--- config.mk ---
export PLATFORM = sky130hd
export DESIGN_NAME = root_counter_timer_unit
export DESIGN_NICKNAME = d
export VERILOG_FILES = /design/src/hdl/rcu_pkg.sv /design/src/hdl/rcu_front.sv /design/src/hdl/rcu_queue.sv /design/src/hdl/rcu_back.sv /design/src/hdl/root_counter_timer_unit.sv
export VERILOG_INCLUDE_DIRS = /design/src /design/src/hdl
export SDC_FILE = /design/constraint.sdc
export NUM_CORES = 1
export LEC_CHECK = 0
export ABC_CLOCK_PERIOD_IN_PS = 12200
export BUFFER_PORTS_ARGS = -buffer_cell sky130_fd_sc_hd__clkbuf_2
export CAP_MARGIN = 30
export CORE_MARGIN = 1
export CORE_UTILIZATION = 45
export DETAILED_ROUTE_END_ITERATION = 10
export PLACE_DENSITY_LB_ADDON = 0.1
export SLEW_MARGIN = 0
export SYNTH_ARGS = -nofsm -noshare
export SYNTH_HDL_FRONTEND = slang
export SYNTH_SLANG_ARGS = --single-unit
--- constraint.sdc ---
create_clock -name i_clk -period 12.2 [get_ports i_clk]
set_clock_uncertainty 0.1 [all_clocks]
set_input_delay 2.44 -clock i_clk [delete_from_list [all_inputs] [get_ports i_clk]]
set_output_delay 2.44 -clock i_clk [all_outputs]
set_load 0.03 [all_outputs]
--- src/hdl/root_counter_timer_unit_macros.svh ---
// Assertion macros shared by the root counter timer unit
`ifndef ROOT_COUNTER_TIMER_UNIT_MACROS_SVH
`define ROOT_COUNTER_TIMER_UNIT_MACROS_SVH

`ifndef SYNTHESIS
`define RCU_ASSERT_SAME(label, clk, rst_n, ante, cons) \
    label: assert property (@(posedge clk) disable iff (!rst_n) (ante) |-> (cons)) \
        else $error("rcu same-cycle check failed");
`define RCU_ASSERT_NEXT(label, clk, rst_n, ante, cons) \
    label: assert property (@(posedge clk) disable iff (!rst_n) (ante) |=> (cons)) \
        else $error("rcu next-cycle check failed");
`else
`define RCU_ASSERT_SAME(label, clk, rst_n, ante, cons)
`define RCU_ASSERT_NEXT(label, clk, rst_n, ante, cons)
`endif

`endif

--- src/hdl/rcu_pkg.sv ---
// Types and constants of the root counter timer unit
package rcu_pkg;

    localparam int RCU_ELAPSED_BITS = 64;
    localparam int RCU_SUM_W        = 64;
    localparam int RCU_DIV_STEP     = 4;
    localparam int RCU_DIV_DIGITS   = RCU_SUM_W / RCU_DIV_STEP;
    localparam int RCU_DIGIT_W      = $clog2(RCU_DIV_DIGITS);
    localparam int RCU_QUEUE_DEPTH  = 4;
    localparam int RCU_PTR_W        = $clog2(RCU_QUEUE_DEPTH);
    localparam int RCU_CNT_W        = RCU_PTR_W + 1;

    localparam logic [1:0] OP_ADVANCE = 2'd0;
    localparam logic [1:0] OP_WRITE   = 2'd1;

    localparam logic [1:0] SEL_VALUE  = 2'd0;
    localparam logic [1:0] SEL_MODE   = 2'd1;
    localparam logic [1:0] SEL_TARGET = 2'd2;

    typedef enum logic [2:0] {
        K_ADVANCE,
        K_VALUE,
        K_MODE,
        K_TARGET,
        K_READ
    } t_kind;

    typedef struct packed {
        t_kind       kind;
        logic [31:0] data;
    } t_cmd;

    typedef struct packed {
        logic full;
        logic empty;
    } t_q_status;

endpackage

--- src/hdl/rcu_front.sv ---
// Front stage: accept requests and classify them into commands
module rcu_front
    import rcu_pkg::*;
(
    input  logic        i_clk,
    input  logic        i_rst_n,
    input  logic        i_in_valid,
    output logic        o_in_stall,
    input  logic [1:0]  i_op,
    input  logic [31:0] i_tick_count,
    input  logic [3:0]  i_reg_offset,
    input  logic [31:0] i_write_data,
    input  t_q_status   i_q_status,
    output logic        o_push,
    output t_cmd        o_cmd
);

    logic r_valid;
    t_cmd r_cmd;
    t_cmd n_cmd;
    logic w_push;
    logic w_accept;

    assign w_push     = r_valid && !i_q_status.full;
    assign o_in_stall = r_valid && i_q_status.full;
    assign w_accept   = i_in_valid && !o_in_stall;

    always_comb begin
        n_cmd.data = i_write_data;
        unique case (i_op)
            OP_ADVANCE: begin
                n_cmd.kind = K_ADVANCE;
                n_cmd.data = i_tick_count;
            end
            OP_WRITE: begin
                unique case (i_reg_offset[3:2])
                    SEL_VALUE:  n_cmd.kind = K_VALUE;
                    SEL_MODE:   n_cmd.kind = K_MODE;
                    SEL_TARGET: n_cmd.kind = K_TARGET;
                    default:    n_cmd.kind = K_READ;
                endcase
            end
            default: n_cmd.kind = K_READ;
        endcase
    end

    always_ff @(posedge i_clk) begin
        if (!i_rst_n) begin
            r_valid <= 1'b0;
        end else if (w_accept) begin
            r_valid <= 1'b1;
        end else if (w_push) begin
            r_valid <= 1'b0;
        end
    end

    always_ff @(posedge i_clk) begin
        if (w_accept) begin
            r_cmd <= n_cmd;
        end
    end

    assign o_push = w_push;
    assign o_cmd  = r_cmd;

endmodule

--- src/hdl/rcu_queue.sv ---
// Command queue between front and back
module rcu_queue
    import rcu_pkg::*;
(
    input  logic      i_clk,
    input  logic      i_rst_n,
    input  logic      i_push,
    input  t_cmd      i_cmd,
    input  logic      i_pop,
    output t_cmd      o_cmd,
    output t_q_status o_status
);

    t_cmd                 r_mem [RCU_QUEUE_DEPTH];
    logic [RCU_PTR_W-1:0] r_wr_ptr;
    logic [RCU_PTR_W-1:0] r_rd_ptr;
    logic [RCU_CNT_W-1:0] r_count;
    logic                 w_push;
    logic                 w_pop;

    assign o_status.full  = (r_count == RCU_CNT_W'(RCU_QUEUE_DEPTH));
    assign o_status.empty = (r_count == '0);
    assign w_push = i_push && !o_status.full;
    assign w_pop  = i_pop && !o_status.empty;

    always_ff @(posedge i_clk) begin
        if (!i_rst_n) begin
            r_wr_ptr <= '0;
            r_rd_ptr <= '0;
            r_count  <= '0;
        end else begin
            if (w_push) begin
                r_wr_ptr <= r_wr_ptr + 1'b1;
            end
            if (w_pop) begin
                r_rd_ptr <= r_rd_ptr + 1'b1;
            end
            if (w_push && !w_pop) begin
                r_count <= r_count + 1'b1;
            end else if (w_pop && !w_push) begin
                r_count <= r_count - 1'b1;
            end
        end
    end

    always_ff @(posedge i_clk) begin
        if (w_push) begin
            r_mem[r_wr_ptr] <= i_cmd;
        end
    end

    assign o_cmd = r_mem[r_rd_ptr];

endmodule

--- src/hdl/rcu_back.sv ---
// Back end: timer state, counter reading, iterative modulo and result register
`include "root_counter_timer_unit_macros.svh"
module rcu_back
    import rcu_pkg::*;
#(
    parameter int ELAPSED_BITS = RCU_ELAPSED_BITS
) (
    input  logic        i_clk,
    input  logic        i_rst_n,
    input  t_q_status   i_q_status,
    input  t_cmd        i_cmd,
    output logic        o_pop,
    output logic        o_out_valid,
    input  logic        i_out_stall,
    output logic [15:0] o_counter_value
);

    typedef enum logic [3:0] {
        S_IDLE = 4'b0001,
        S_CALC = 4'b0010,
        S_DIV  = 4'b0100,
        S_DONE = 4'b1000
    } t_state;

    t_state                  r_state;
    logic [ELAPSED_BITS-1:0] r_elapsed;
    logic [15:0]             r_base;
    logic [9:0]              r_mode;
    logic [15:0]             r_target;
    logic [RCU_SUM_W-1:0]    r_sum;
    logic [15:0]             r_rem;
    logic [15:0]             r_period;
    logic [RCU_DIGIT_W-1:0]  r_digit;
    logic [15:0]             r_result;
    logic                    r_out_valid;
    logic [15:0]             r_out_value;

    logic                    w_pop;
    logic                    w_held;
    logic [RCU_SUM_W-1:0]    w_scaled;
    logic [RCU_SUM_W-1:0]    w_sum;
    logic [15:0]             w_period;
    logic [15:0]             n_rem;
    logic                    w_load;

    assign w_pop  = (r_state == S_IDLE) && !i_q_status.empty;
    assign o_pop  = w_pop;
    assign w_held = r_mode[0] && ((r_mode[2:1] == 2'd0) || (r_mode[2:1] == 2'd3));
    assign w_scaled = r_mode[9] ? RCU_SUM_W'(r_elapsed >> 3) : RCU_SUM_W'(r_elapsed);
    assign w_sum    = RCU_SUM_W'(r_base) + w_scaled;
    assign w_period = (r_target > 16'd1) ? r_target : 16'd1;
    assign w_load   = (r_state == S_DONE) && (!r_out_valid || !i_out_stall);

    always_comb begin
        logic [16:0] t_val;
        n_rem = r_rem;
        for (int i = 0; i < RCU_DIV_STEP; i++) begin
            t_val = {n_rem, r_sum[RCU_SUM_W-1-i]};
            if (t_val >= {1'b0, r_period}) begin
                t_val = t_val - {1'b0, r_period};
            end
            n_rem = t_val[15:0];
        end
    end

    always_ff @(posedge i_clk) begin
        if (!i_rst_n) begin
            r_state   <= S_IDLE;
            r_elapsed <= '0;
            r_base    <= '0;
            r_mode    <= '0;
            r_target  <= '0;
        end else begin
            unique case (r_state)
                S_IDLE: begin
                    if (w_pop) begin
                        unique case (i_cmd.kind)
                            K_ADVANCE: r_elapsed <= r_elapsed + ELAPSED_BITS'(i_cmd.data);
                            K_VALUE: begin
                                r_base    <= i_cmd.data[15:0];
                                r_elapsed <= '0;
                            end
                            K_MODE: begin
                                r_mode    <= i_cmd.data[9:0];
                                r_base    <= '0;
                                r_elapsed <= '0;
                            end
                            K_TARGET: r_target <= i_cmd.data[15:0];
                            default: ;
                        endcase
                        r_state <= S_CALC;
                    end
                end
                S_CALC: begin
                    if (w_held || !r_mode[3]) begin
                        r_state <= S_DONE;
                    end else begin
                        r_state <= S_DIV;
                    end
                end
                S_DIV: begin
                    if (r_digit == RCU_DIGIT_W'(RCU_DIV_DIGITS - 1)) begin
                        r_state <= S_DONE;
                    end
                end
                S_DONE: begin
                    if (w_load) begin
                        r_state <= S_IDLE;
                    end
                end
                default: r_state <= S_IDLE;
            endcase
        end
    end

    always_ff @(posedge i_clk) begin
        unique case (r_state)
            S_CALC: begin
                r_sum    <= w_sum;
                r_rem    <= '0;
                r_digit  <= '0;
                r_period <= w_period;
                r_result <= w_held ? r_base : w_sum[15:0];
            end
            S_DIV: begin
                r_rem   <= n_rem;
                r_sum   <= r_sum << RCU_DIV_STEP;
                r_digit <= r_digit + 1'b1;
                if (r_digit == RCU_DIGIT_W'(RCU_DIV_DIGITS - 1)) begin
                    r_result <= n_rem;
                end
            end
            default: ;
        endcase
    end

    always_ff @(posedge i_clk) begin
        if (!i_rst_n) begin
            r_out_valid <= 1'b0;
        end else if (w_load) begin
            r_out_valid <= 1'b1;
        end else if (!i_out_stall) begin
            r_out_valid <= 1'b0;
        end
    end

    always_ff @(posedge i_clk) begin
        if (w_load) begin
            r_out_value <= r_result;
        end
    end

    assign o_out_valid     = r_out_valid;
    assign o_counter_value = r_out_value;

    `RCU_ASSERT_SAME(a_rem_below_period, i_clk, i_rst_n, (r_state == S_DIV), (r_rem < r_period))
    `RCU_ASSERT_NEXT(a_digit_advance, i_clk, i_rst_n, ((r_state == S_DIV) && (r_digit != RCU_DIGIT_W'(RCU_DIV_DIGITS - 1))), ((r_state == S_DIV) && (r_digit == $past(r_digit) + 1'b1)))
    `RCU_ASSERT_NEXT(a_held_reads_base, i_clk, i_rst_n, ((r_state == S_CALC) && w_held), ((r_state == S_DONE) && (r_result == r_base)))
    `RCU_ASSERT_SAME(a_pop_only_idle, i_clk, i_rst_n, w_pop, (r_state == S_IDLE))

endmodule

--- src/hdl/root_counter_timer_unit.sv ---
// Top level of the root counter timer unit
// Each request (advance time, register write or read) returns one 16-bit counter
// reading taken after the request is applied. A request is classified in the front
// stage and queued; the back end steps through idle, calc and done for it, and also
// through the divide state when reset-on-target is set (mode bit 3) and the count is
// not held, where the 64-bit sum is reduced modulo the target four bits per cycle.
// A reading passes from the front register through the queue and the back end into
// the output register. The back end handles one request at a time; a finished reading
// waits in the output register while the next request is already being worked on.
module root_counter_timer_unit
    import rcu_pkg::*;
#(
    parameter int ELAPSED_BITS = RCU_ELAPSED_BITS
) (
    input  logic        i_clk,
    input  logic        i_rst_n,
    input  logic        i_in_valid,
    output logic        o_in_stall,
    input  logic [1:0]  i_op,
    input  logic [31:0] i_tick_count,
    input  logic [3:0]  i_reg_offset,
    input  logic [31:0] i_write_data,
    output logic        o_out_valid,
    input  logic        i_out_stall,
    output logic [15:0] o_counter_value
);

    t_q_status w_q_status;
    t_cmd      w_push_cmd;
    t_cmd      w_head_cmd;
    logic      w_push;
    logic      w_pop;

    rcu_front u_front (
        .i_clk        (i_clk),
        .i_rst_n      (i_rst_n),
        .i_in_valid   (i_in_valid),
        .o_in_stall   (o_in_stall),
        .i_op         (i_op),
        .i_tick_count (i_tick_count),
        .i_reg_offset (i_reg_offset),
        .i_write_data (i_write_data),
        .i_q_status   (w_q_status),
        .o_push       (w_push),
        .o_cmd        (w_push_cmd)
    );

    rcu_queue u_queue (
        .i_clk    (i_clk),
        .i_rst_n  (i_rst_n),
        .i_push   (w_push),
        .i_cmd    (w_push_cmd),
        .i_pop    (w_pop),
        .o_cmd    (w_head_cmd),
        .o_status (w_q_status)
    );

    rcu_back #(
        .ELAPSED_BITS (ELAPSED_BITS)
    ) u_back (
        .i_clk           (i_clk),
        .i_rst_n         (i_rst_n),
        .i_q_status      (w_q_status),
        .i_cmd           (w_head_cmd),
        .o_pop           (w_pop),
        .o_out_valid     (o_out_valid),
        .i_out_stall     (i_out_stall),
        .o_counter_value (o_counter_value)
    );

endmodule

==> metrics.md <==
| Metric | Value |
|---|---|
| Status | complete, no violations |
| Number of iterations in the first detailed-routing pass | 5 |
| Synth Area in Compound Gates | between 10% and 20% |
| Layout-stage area growth over the synthesis result | 11.6% |
| Fraction of the cycle the final worst path needs | 91.5% |
| Slowest cell on crit path | sky130_fd_sc_hd__a2111o_1 |
| Number of antenna violations at the first check in global routing | 0 |
| Post-route cell area | 26800 um2 |
| Met2 track demand over resource | 32.6% |
| Synthesized netlist cell count | approximately 2200 |
| Number of DRC markers after the initial detailed-route iteration | approximately 800 |
| # setup viols final | 0 |
| Number of placement rows | 84 |
| Buffers inserted by post-CTS timing repair | 0 |
| Layout net count | 2485 |
| Cell types occupying the most area after synthesis | sky130_fd_sc_hd__edfxtp_1 (38%), sky130_fd_sc_hd__dfxtp_1 (9.7%), sky130_fd_sc_hd__ha_1 (6.3%) |
| Count of vias placed by the detailed router | 16651 |
| Reg-to-reg setup timing slack | 1040 ps |
| Standard cell core area | 52700 um2 |
| Count of nets left with antenna violations after detail routing | 0 |
| Global placer's final weighted congestion | 0.887 |
| Time the worst path needs with I/O delays and setup | between 10000 and 15000 ps |
| Die height | 233 um |
| Share of the synthesized netlist area taken by xor and xnor gates | 6.10% |
| Instance count after placement with tap cells included | between 2000 and 3000 |
| Delay contributed by the slowest stage of the critical path | 590 ps |
| Proportion of netlist area held by the largest area contributor | 38.4% |
| Share of the yosys chip area belonging to registers | ~48% |
| Total congestion overflow after global routing | 0 |
| Endpoint class of the critical path | flop |
| Inserted Diodes | 0 |
| Number of buffers between clock root and the deepest sink | 3 |
| I/O pin count | approximately 90 |
| Clk network pwr share | a little over a fifth |
| CTS buffer count | 47 |
| Top achievable clock speed | 89.6 MHz |
| Largest area contributor in the netlist | sky130_fd_sc_hd__edfxtp_1 |
| Number of synthesized flops with an enable pin | 307 |
| Number of gates given a new drive strength after cts | 0 |
| Highest ir drop seen on vdd | 0.278 mV |
| Cell internal power dissipation | 0.00388 W |
| Worst slew margin relative to its limit | 37.4% |
| Data arrival, critical path | 11390 ps |
| # hold bufs at CTS | 0 |
| Switching power | 0.00262 W |
| Start-to-end type of the worst setup path | reg2reg |
| Async SR Flop Fraction | 0% |
| Max Cap Viol | 0 |
| Share of power burned in registers | approximately 27% |
| Starting density of the core | 45.6% |
| Worst Hold Class | reg2reg |
| Clock transition time at the flip-flop clock pins of the worst setup and hold paths | 60 ps |
| Remaining design rule violation count | 0 |
| Flops & latches, synth | 423 |
| Post-placement cell area | roughly 25000 um2 |
| H-tree depth | 2 |
| Most common cell on crit path | sky130_fd_sc_hd__a21oi_1 |
| Flip-flop and latch area | 11500 um2 |
| Final hold viol count | 0 |
| Slew @ Worst Pin | between 900 and 1000 ps |
| Critical path data required time | 12430 ps |
| Switching part of the total power | 40.3% |
| Bufs and invs on worst path | 5 |
| Floorplan die area | 54300 um2 |
| TritonCTS clock tree | built |
| Number of buffers inserted by port buffering | 89 |
| Filler cells | 4700 |
| Hpwl dp | around 41000 um |
| Area fraction in and, or, nand and nor cells after synthesis | a little over an eighth |
| Combinational family with the most area after synthesis | simple AND/OR/NAND/NOR gates |
| First-pass GRT wire length | 88500 um |
| Global route hottest layer | met2 |
| Critical path startpoint category | flop |
| Number of warnings printed during yosys synthesis | 0 |
| Post-synthesis cell area | 24000 um2 |
| Clock sink count | 423 |
| Total Wirelength | between 50000 and 60000 um |
| Leakage Power | 9.90 nW |
| Area share of fa/ha/maj cells after synthesis | a little under 7% |
| Pwr/cell area | 243 nW/um2 |
| Top fanout value on the critical path | 20 |
| Summed negative setup slack over all endpoints | 0 ps |
| Tot Pwr | 0.00650 W |
| Dominant synthesized flop cell | sky130_fd_sc_hd__edfxtp_1 |
| Non-Filler Instances | 3009 |
| Global routing usage summed across all routing layers | 20.8% |
| Post-Syn Area per Cell | between 10 and 15 um2 |
| Net Count, Synth | around 2400 |
| Via count of the first global-routing pass | 16247 |
| Insertion delay to the later sink of the worst-skew pair | 620 ps |
| Share of synthesized area spent on multiplexers | 9.94% |
| Unique masters post-synth | 86 |
| Number of pins with negative max-slew slack in the final report | 0 |
| Per-cell routed wire length | 18.5 um |
| Fraction of power consumed by combinational cells | 51.5% |
| GRT met3 Usage | between 2 and 3% |
| Share of layout cells above drive strength 1 | 13.9% |
| Horizontal die dimension | 233 um |
| Unrepaired setup endpoints after global routing | no |
| Avg Vias per Cell | 5.53 |
| Pin count of the biggest net entering global routing | 96 |
| Met1 Use GR | 29.5% |
| Clock root buffer master | sky130_fd_sc_hd__clkbuf_16 |
| Kind of cell adding the most delay to the critical path | compound AO/OA/AOI/OAI gates |
| Combined area of the multi-input logic cells | 11800 um2 |
[power by group through the flow]
stage | clock [W] | combinational [W] | sequential (W)
floorplan | 0 | 0.00235 | 0.00176
global placement | 0 | 0.00330 | 0.00179
detailed placement | 0 | 0.00333 | 0.00179
CTS | 0.00143 | 0.00334 | 0.00176
global route | 0.00149 | 0.00363 | 0.00178
finish | 0.00139 | 0.00334 | 0.00176
[synth_stat cells (all sizes together), types with 7 or more instances]
cell type  instances
a211oi            22
a21boi            20
a21o              42
a21oi            156
a22oi             22
a31oi             15
and2              22
and3              17
buf               19
clkbuf            79
dfxtp            116
edfxtp           307
fa                 7
ha               121
inv               75
mux2              66
mux2i             85
mux4              35
nand2            161
nand2b            17
nand3             72
nand3b            11
nand4             13
nor2             183
nor2b             70
nor3              27
o21a              14
o21ai             94
o21bai            18
o221ai             8
o31ai              9
or2                7
or3               17
xnor2             91
xor2              76
[kinds of logic (layout without fill, tap and decap cells)]
family / count (synthesis) / after routing
mux: 186 / 186
fa+ha+maj: 128 / 128
compound gates: 481 / 481
flops: 423 / 423
simple gates: 650 / 650
xor+xnor: 167 / 167
buf+inv: 173 / 286
[per-layer routing]
layer	wire length, um	share of wire, %
met5	0	0
met2	24900	45
met1	27000	48
met4	1420	2.6
met3	2290	4.1
[cell type report]
cell class / instances / share of cell area, %
clock buffer: 62 / 4.84
inverter: 75 / 1.05
multi-input combinational: 1612 / 44.1
timing repair buffer: 124 / 2.92
clock inverter: 25 / 0.804
tap: 688 / 3.21
sequential: 423 / 43.1
[placed cells by master (no fill, tap or decap), types with 11 or more instances in the layout]
cell / netlist / final
sky130_fd_sc_hd__and2_1: 22 / 22
sky130_fd_sc_hd__o21ai_0: 92 / 91
sky130_fd_sc_hd__buf_4: 1 / 30
sky130_fd_sc_hd__or3_1: 17 / 17
sky130_fd_sc_hd__a21boi_0: 19 / 19
sky130_fd_sc_hd__dfxtp_1: 116 / 114
sky130_fd_sc_hd__mux4_2: 35 / 35
sky130_fd_sc_hd__nand2b_1: 16 / 16
sky130_fd_sc_hd__a21o_1: 42 / 42
sky130_fd_sc_hd__xnor2_1: 91 / 91
sky130_fd_sc_hd__nor2b_1: 70 / 69
sky130_fd_sc_hd__clkbuf_2: 0 / 89
sky130_fd_sc_hd__a21oi_1: 155 / 154
sky130_fd_sc_hd__and3_1: 17 / 17
sky130_fd_sc_hd__nand3_1: 72 / 72
sky130_fd_sc_hd__mux2_2: 63 / 63
sky130_fd_sc_hd__a31oi_1: 15 / 15
sky130_fd_sc_hd__inv_1: 75 / 75
sky130_fd_sc_hd__o21a_1: 14 / 14
sky130_fd_sc_hd__nand3b_1: 11 / 11
sky130_fd_sc_hd__ha_1: 121 / 121
sky130_fd_sc_hd__o21bai_1: 18 / 18
sky130_fd_sc_hd__xor2_1: 76 / 76
sky130_fd_sc_hd__nor3_1: 26 / 25
sky130_fd_sc_hd__edfxtp_1: 307 / 307
sky130_fd_sc_hd__a22oi_1: 21 / 21
sky130_fd_sc_hd__nor2_1: 183 / 182
sky130_fd_sc_hd__a211oi_1: 21 / 21
sky130_fd_sc_hd__mux2i_1: 85 / 85
sky130_fd_sc_hd__nand2_1: 160 / 159
sky130_fd_sc_hd__clkbuf_16: 0 / 48
sky130_fd_sc_hd__nand4_1: 13 / 13
[worst paths after layout]
path                                      to                 from  depth (start not counted)
setup reg to reg          u_back.r_result[9]   u_back.r_period[1]                         43
hold reg to reg   u_back.o_counter_value[12]  u_back.r_result[12]                          0
setup / recovery          u_back.r_result[9]   u_back.r_period[1]                         43
hold / removal    u_back.o_counter_value[12]  u_back.r_result[12]                          0
[flip-flops by register name, summed over array words and instances (netlist names), named ones only]
| register | count |
|---|---|
| u_queue.r_mem | 140 |
| u_back.r_elapsed | 64 |
| u_back.r_sum | 64 |
| u_front.o_cmd | 35 |
| u_back.o_counter_value | 16 |
| u_back.r_base | 16 |
| u_back.r_period | 16 |
| u_back.r_rem | 16 |
| u_back.r_result | 16 |
| u_back.r_target | 16 |
| u_back.r_mode | 5 |
| u_back.r_digit | 4 |
| u_back.r_state | 4 |
| u_queue.r_count | 3 |
| u_queue.r_rd_ptr | 2 |
| u_queue.r_wr_ptr | 2 |
| u_back.o_out_valid | 1 |
| u_front.r_valid | 1 |
[worst register-to-register path: cells and delay by family, from the launching register on]
family	cells	cell delay (ps)
AO/OA/AOI/OAI	19	4910
multiplexers	2	730
AND/OR/NAND/NOR	13	2090
adder cells (fa/ha/maj)	4	1420
flip-flops	1	480
buffers and inverters	5	1150
[metrics by stage]
step,hold WS [ps],utilization (%),setup WS [ps]
after floorplan,300,-,2670
after global placement,306,47.8,1350
after detailed placement,305,47.9,1140
after CTS,313,50.8,1140
after global routing,319,50.9,329
final,312,50.9,1040
Note: power is estimated with default switching activity, not from simulation.
